[src/design/dtnm_pkg.sv]
// Shared types and constants for the deduplicating top-k neighbor list.
package dtnm_pkg;

	localparam int LIST_DEPTH_DEF = 16;

	localparam int KEEP_W = 7;
	localparam int DIST_W = 32;
	localparam int ID_W   = 32;
	localparam int RANK_W = 6;
	localparam int HIT_W  = 7;

	localparam logic [KEEP_W-1:0] KEEP_RESET = KEEP_W'(10);

	typedef enum logic [1:0] {
		FUNC_INSERT = 2'd0,
		FUNC_DUMP   = 2'd1,
		FUNC_CLEAR  = 2'd2
	} func_t;

	typedef enum logic [1:0] {
		ST_IDLE,
		ST_APPLY,
		ST_COUNT,
		ST_DUMP
	} state_t;

	typedef struct packed {
		logic [1:0]        func;
		logic [DIST_W-1:0] cand_dist;
		logic [ID_W-1:0]   cand_id;
		logic [DIST_W-1:0] threshold_dist;
	} cand_word_t;

	typedef struct packed {
		logic [RANK_W-1:0] rank;
		logic [DIST_W-1:0] out_dist;
		logic [ID_W-1:0]   out_id;
		logic              entry_valid;
		logic [HIT_W-1:0]  hit_count;
		logic              last;
	} res_word_t;

	// Broadcast from the controller to every cell.
	typedef struct packed {
		logic              capture;
		logic              apply;
		logic              rotate;
		logic              rm_match;
		logic [DIST_W-1:0] cand_dist;
		logic [ID_W-1:0]   id;
		logic [DIST_W-1:0] thr;
	} cell_bc_t;

	// Position of one cell relative to the current list length.
	typedef struct packed {
		logic in_list;
		logic is_tail;
		logic drop;
	} cell_pos_t;

	// Flags a cell reports back to the controller.
	typedef struct packed {
		logic lt;
		logic match;
		logic upd;
		logic le;
	} cell_stat_t;

endpackage

[src/design/dtnm_cell.sv]
// One slot of the sorted neighbor list: holds an entry and its compare flags.
module dtnm_cell import dtnm_pkg::*; (
	input  logic              clk,
	input  cell_bc_t          bc,
	input  cell_pos_t         pos,
	input  logic              prev_ge,
	input  logic [DIST_W-1:0] prev_dist,
	input  logic [ID_W-1:0]   prev_id,
	input  logic [DIST_W-1:0] next_dist,
	input  logic [ID_W-1:0]   next_id,
	input  logic [DIST_W-1:0] head_dist,
	input  logic [ID_W-1:0]   head_id,
	input  logic              rm_below,
	output logic              rm_thru,
	output logic              ge,
	output logic [DIST_W-1:0] entry_dist,
	output logic [ID_W-1:0]   id,
	output cell_stat_t        stat
);

	logic [DIST_W-1:0] dist_q;
	logic [ID_W-1:0]   id_q;
	logic              lt_q;
	logic              eq_q;
	logic              dlt_q;
	logic              le_q;
	logic              rm_here;

	// Past the end of the list the candidate always orders before the slot.
	assign ge      = pos.in_list ? lt_q : 1'b1;
	assign rm_here = bc.apply && ((bc.rm_match && pos.in_list && eq_q) || pos.drop);
	assign rm_thru = rm_below | rm_here;

	assign entry_dist = dist_q;
	assign id         = id_q;

	assign stat.lt    = lt_q;
	assign stat.match = pos.in_list && eq_q;
	assign stat.upd   = pos.in_list && eq_q && dlt_q;
	assign stat.le    = pos.in_list && le_q;

	always_ff @(posedge clk) begin
		if (bc.capture) begin
			lt_q  <= (bc.cand_dist < dist_q) ||
				((bc.cand_dist == dist_q) && (bc.id < id_q));
			eq_q  <= (bc.id == id_q);
			dlt_q <= (bc.cand_dist < dist_q);
			le_q  <= (dist_q <= bc.thr);
		end
		if (bc.apply) begin
			if (ge && !prev_ge) begin
				dist_q <= bc.cand_dist;
				id_q   <= bc.id;
			end else if (prev_ge && !rm_below) begin
				dist_q <= prev_dist;
				id_q   <= prev_id;
			end
		end else if (bc.rotate && pos.in_list) begin
			if (pos.is_tail) begin
				dist_q <= head_dist;
				id_q   <= head_id;
			end else begin
				dist_q <= next_dist;
				id_q   <= next_id;
			end
		end
	end

endmodule
[config.mk]
export PLATFORM = sky130hd
export DESIGN_NAME = dtnm_cell
export DESIGN_NICKNAME = d
export VERILOG_FILES = /design/src/design/dtnm_pkg.sv /design/src/design/dtnm_cell.sv
export SDC_FILE = /design/constraint.sdc
export NUM_CORES = 1
export LEC_CHECK = 0
export ABC_AREA = 1
export BUFFER_PORTS_ARGS = -buffer_cell sky130_fd_sc_hd__clkbuf_2
export CAP_MARGIN = 20
export CORE_AREA = 2 2 145 147
export CTS_CLUSTER_SIZE = 28
export DETAILED_ROUTE_END_ITERATION = 10
export DIE_AREA = 0 0 147 149
export PLACE_DENSITY = 0.65
export SYNTH_ARGS = -nofsm -noshare
export SYNTH_HDL_FRONTEND = slang
export SYNTH_SLANG_ARGS = --single-unit
[constraint.sdc]
create_clock -name clk -period 5.1 [get_ports clk]
set_input_delay 0 -clock clk [delete_from_list [all_inputs] [get_ports clk]]
set_output_delay 0 -clock clk [all_outputs]
set_load 0.02 [all_outputs]
==> impl_metrics.yaml <==
run_status:
  outcome: "finished clean"
detailed_routing:
  drt-initial-drc-count: 313
  drt_drc_violations_left: 0
  totalWireLength_um: 24200
  drt-wirelength-per-cell_um: 16.1
  dr.pass1.iters: 5
  routed_via_density: 4.90
  postRouteAntennaNets: 0
  num_vias: 7339
final_layout:
  layout_common_cells: "367 x sky130_fd_sc_hd__clkbuf_2, 155 x sky130_fd_sc_hd__nor2_1, 127 x sky130_fd_sc_hd__inv_1, 114 x sky130_fd_sc_hd__o21ai_0, 103 x sky130_fd_sc_hd__nand2_1"
  final_common_cell: "sky130_fd_sc_hd__clkbuf_2"
  final_layout_size_suffix_gt1_frac: 0.322
  area_growth_pct: 35.9
  design.final.nets: 1611
  antenna_cells_inserted: 0
  fill_cells: 2186
  final_design_area_no_fill_mm2: 0.00877
  final_cell_count_no_fill: 1497
clock_tree:
  worst_setup_hold_path_clk_slew_ns: 0.07
  cts_num_sinks: 68
  post_cts_resize_count: 0
  clockBufferDepth: 2
  numCtsBuffers: 9
  cts_root_buffer: "sky130_fd_sc_hd__clkbuf_16"
  clock_tree.htree_level_count: 3
  tritoncts: "done"
  clk_latency_ns: 0.34
  postCtsSetupBuffers: 0
worst_setup_path:
  ff2ff_path_depth: 8
  r2r_setup_slack_ns: 2.51
  arrival_ns: 2.67
  worst_path_most_repeated_cell: "sky130_fd_sc_hd__a21oi_1"
  critPathRequiredTime_ns: 5.18
  critPathMaxStageDelay_ns: 0.54
  timing.critical_path.cells: "inv_1, nand2_2, nand2_4, buf_4, o21ai_0, a21oi_1, a21oi_1, dlygate4sd3_1"
  timing.critical_path.from_type: "flip-flop"
  worstPathMaxFanout: 36
  cpMaxStageDelayCell: "sky130_fd_sc_hd__dlygate4sd3_1"
  worst_r2r_startpoint: "lt_q$_DFFE_PP_"
  cp-startpoint: "lt_q$_DFFE_PP_"
  timing.critical_path.to_type: "flip-flop"
  setup.worst_path.class: "reg -> reg"
  r2r-end: "id[0]$_DFFE_PP_"
global_route:
  gr-usage-all-layers: 0.215
  overflow: 0
  grt_pass1_wl_um: 37000
  antenna_violations_before_repair: 0
  grt_pass1_vias: 7135
  grt_start_max_net_pins: 65
yosys:
  synthesis.yosys.warnings: 0
  synth_fp_nets: 1263
  ys_types: 26
  yosysSeqAreaShare: 0.317
  synth.avg_cell_area_um2: 7.42
  synthesis.area_mm2: 0.00645
  ys_ff_latch: 68
  synthesis.instances: 869
min_path:
  class_of_the_worst_hold_path: "in -> reg"
  start_point_of_the_worst_hold_path: "prev_id[20]"
  holdPathEnd: "id[20]$_DFFE_PP_"
  hold_depth: 3
timing:
  finalCriticalPeriod_ns: 2.59
  final-max-slew-violation-count: 0
  max_slew.worst_pin.slew_ns: 1.09
  final_hold_viol_count: 0
  finalCritPeriodShare: 0.507
  unrepaired_setup_endpoints_after_global_routing: "no"
  final.setup.tns_ns: 0
  fmax_mhz: 387
  max_slew_margin: 0.275
  final.setup_skew_ns: 0.00905
  finalSetupViolations: 0
place:
  cell_count_after_placement: 1477
  dp_hpwl_um: 18700
  placed_cell_area_mm2: 0.00844
  gpl.final_weighted_congestion: 0.874
  port_buffers: 367
power_and_ir_drop:
  power_per_cell_area_mw_per_mm2: 233
  vdd_ir_drop_max_uv: 170
  cellLeakagePower_nw: 4.71
  power.total_mw: 2.04
die:
  initial_utilization: 0.314
  count_of_boundary_i_o_pins: 368
  die-height_um: 149
  fp.dieW_um: 147
  core.rowCount: 53
  fp.dieArea_mm2: 0.0219
  placeableCoreArea_mm2: 0.0206
job:
  maxCapViolCount: 0
==> report_power, final <==
group / internal (mW) / total (mW) / switching [mW]
logic: 0.283 / 0.703 / 0.420
clock network: 0.327 / 0.600 / 0.273
registers: 0.695 / 0.738 / 0.0436
==> layer usage <==
metal / share of wire / track usage / wire length [um] / vias to the layer above
li1: - / - / - / 3657
met1: 0.40 / 0.259 / 9700 / 3288
met2: 0.49 / 0.383 / 11800 / 356
met3: 0.089 / 0.0440 / 2140 / 38
met4: 0.023 / 0.0726 / 554 / 0
met5: 0 / 0 / 0 / -
==> what timing repair did <==
action | in CTS | in global routing
hold buffers | 3 | 0
endpoints found under the setup margin | 0 | 0
endpoints found under the hold margin | 5 | 0
==> worst max-delay path by stage <==
stage,slack [ns],to
2_1_floorplan,0.60,entry_dist[0]$_DFFE_PP_
3_3_place_gp,2.41,id[11]$_DFFE_PP_
3_5_place_dp,2.38,id[0]$_DFFE_PP_
4_1_cts,2.51,id[0]$_DFFE_PP_
5_1_grt,2.26,id[0]$_DFFE_PP_
6_report,2.51,id[0]$_DFFE_PP_
==> synthesized netlist by cell type <==
cell | instances | area, um2
sky130_fd_sc_hd__o22ai_1 | 62 | 388
sky130_fd_sc_hd__buf_4 | 1 | 7.51
sky130_fd_sc_hd__clkbuf_1 | 14 | 52.6
sky130_fd_sc_hd__nand2_4 | 1 | 11.3
sky130_fd_sc_hd__buf_2 | 13 | 65.1
sky130_fd_sc_hd__inv_1 | 127 | 477
sky130_fd_sc_hd__nor2_1 | 155 | 582
sky130_fd_sc_hd__nor2_2 | 1 | 6.26
sky130_fd_sc_hd__and3b_1 | 1 | 8.76
sky130_fd_sc_hd__buf_1 | 2 | 7.51
sky130_fd_sc_hd__and2_1 | 1 | 6.26
sky130_fd_sc_hd__buf_6 | 10 | 113
sky130_fd_sc_hd__ha_1 | 96 | 1200
sky130_fd_sc_hd__edfxtp_1 | 68 | 2040
sky130_fd_sc_hd__o21ai_1 | 22 | 110
sky130_fd_sc_hd__nand4_1 | 8 | 50.1
sky130_fd_sc_hd__o21a_1 | 3 | 22.5
sky130_fd_sc_hd__nor4_1 | 1 | 6.26
sky130_fd_sc_hd__nand2_2 | 1 | 6.26
sky130_fd_sc_hd__o21ai_0 | 114 | 571
sky130_fd_sc_hd__nand2_1 | 103 | 387
sky130_fd_sc_hd__nand3_1 | 6 | 30.0
sky130_fd_sc_hd__a21o_1 | 4 | 30.0
sky130_fd_sc_hd__inv_2 | 3 | 11.3
sky130_fd_sc_hd__nor3_1 | 2 | 10.0
sky130_fd_sc_hd__a21oi_1 | 50 | 250
==> area by class of cell <==
type | instances | area [um2] | area share
tap | 275 | 344 | 0.0392
clock buffer | 9 | 225 | 0.0257
clock inverter | 7 | 42.5 | 0.00485
multi-input combinational | 631 | 3690 | 0.421
timing repair buffer | 377 | 1940 | 0.221
inverter | 130 | 488 | 0.0557
sequential | 68 | 2040 | 0.233
==> worst max-delay path, delay by kind of cell, from the launching register on <==
kind | cells | cell delay, ns
AND/OR/NAND/NOR | 2 | 0.43
buffers and inverters | 3 | 1.10
AO/OA/AOI/OAI | 3 | 0.34
flip-flops | 1 | 0.38
==> through the flow <==
step	hold WS, ns	utilization	setup slack [ns]
finish	0.0210	0.427	2.51
global route	0.0163	0.427	2.26
CTS	0.00850	0.425	2.51
detailed placement	0.277	0.411	2.38
global placement	0.271	0.411	2.41
floorplan	0.100	-	0.604
==> kinds of logic (layout without fill, tap and decap cells) <==
kind of cell               after synthesis  in the layout  share of synthesized area
AOI/OAI and AO/OA                      255            255                      0.213
adders and majority gates               96             96                      0.186
buffers and inverters                  170            523                      0.114
DFF                                     68             68                      0.317
and+or+nand+nor                        280            280                      0.171
==> state kept, by name (all words and copies together), names as in the netlist <==
register and count:
le_q 1, dlt_q 1, entry_dist 32, lt_q 1, eq_q 1, id 32
Note: power is estimated with default switching activity, not from simulation.
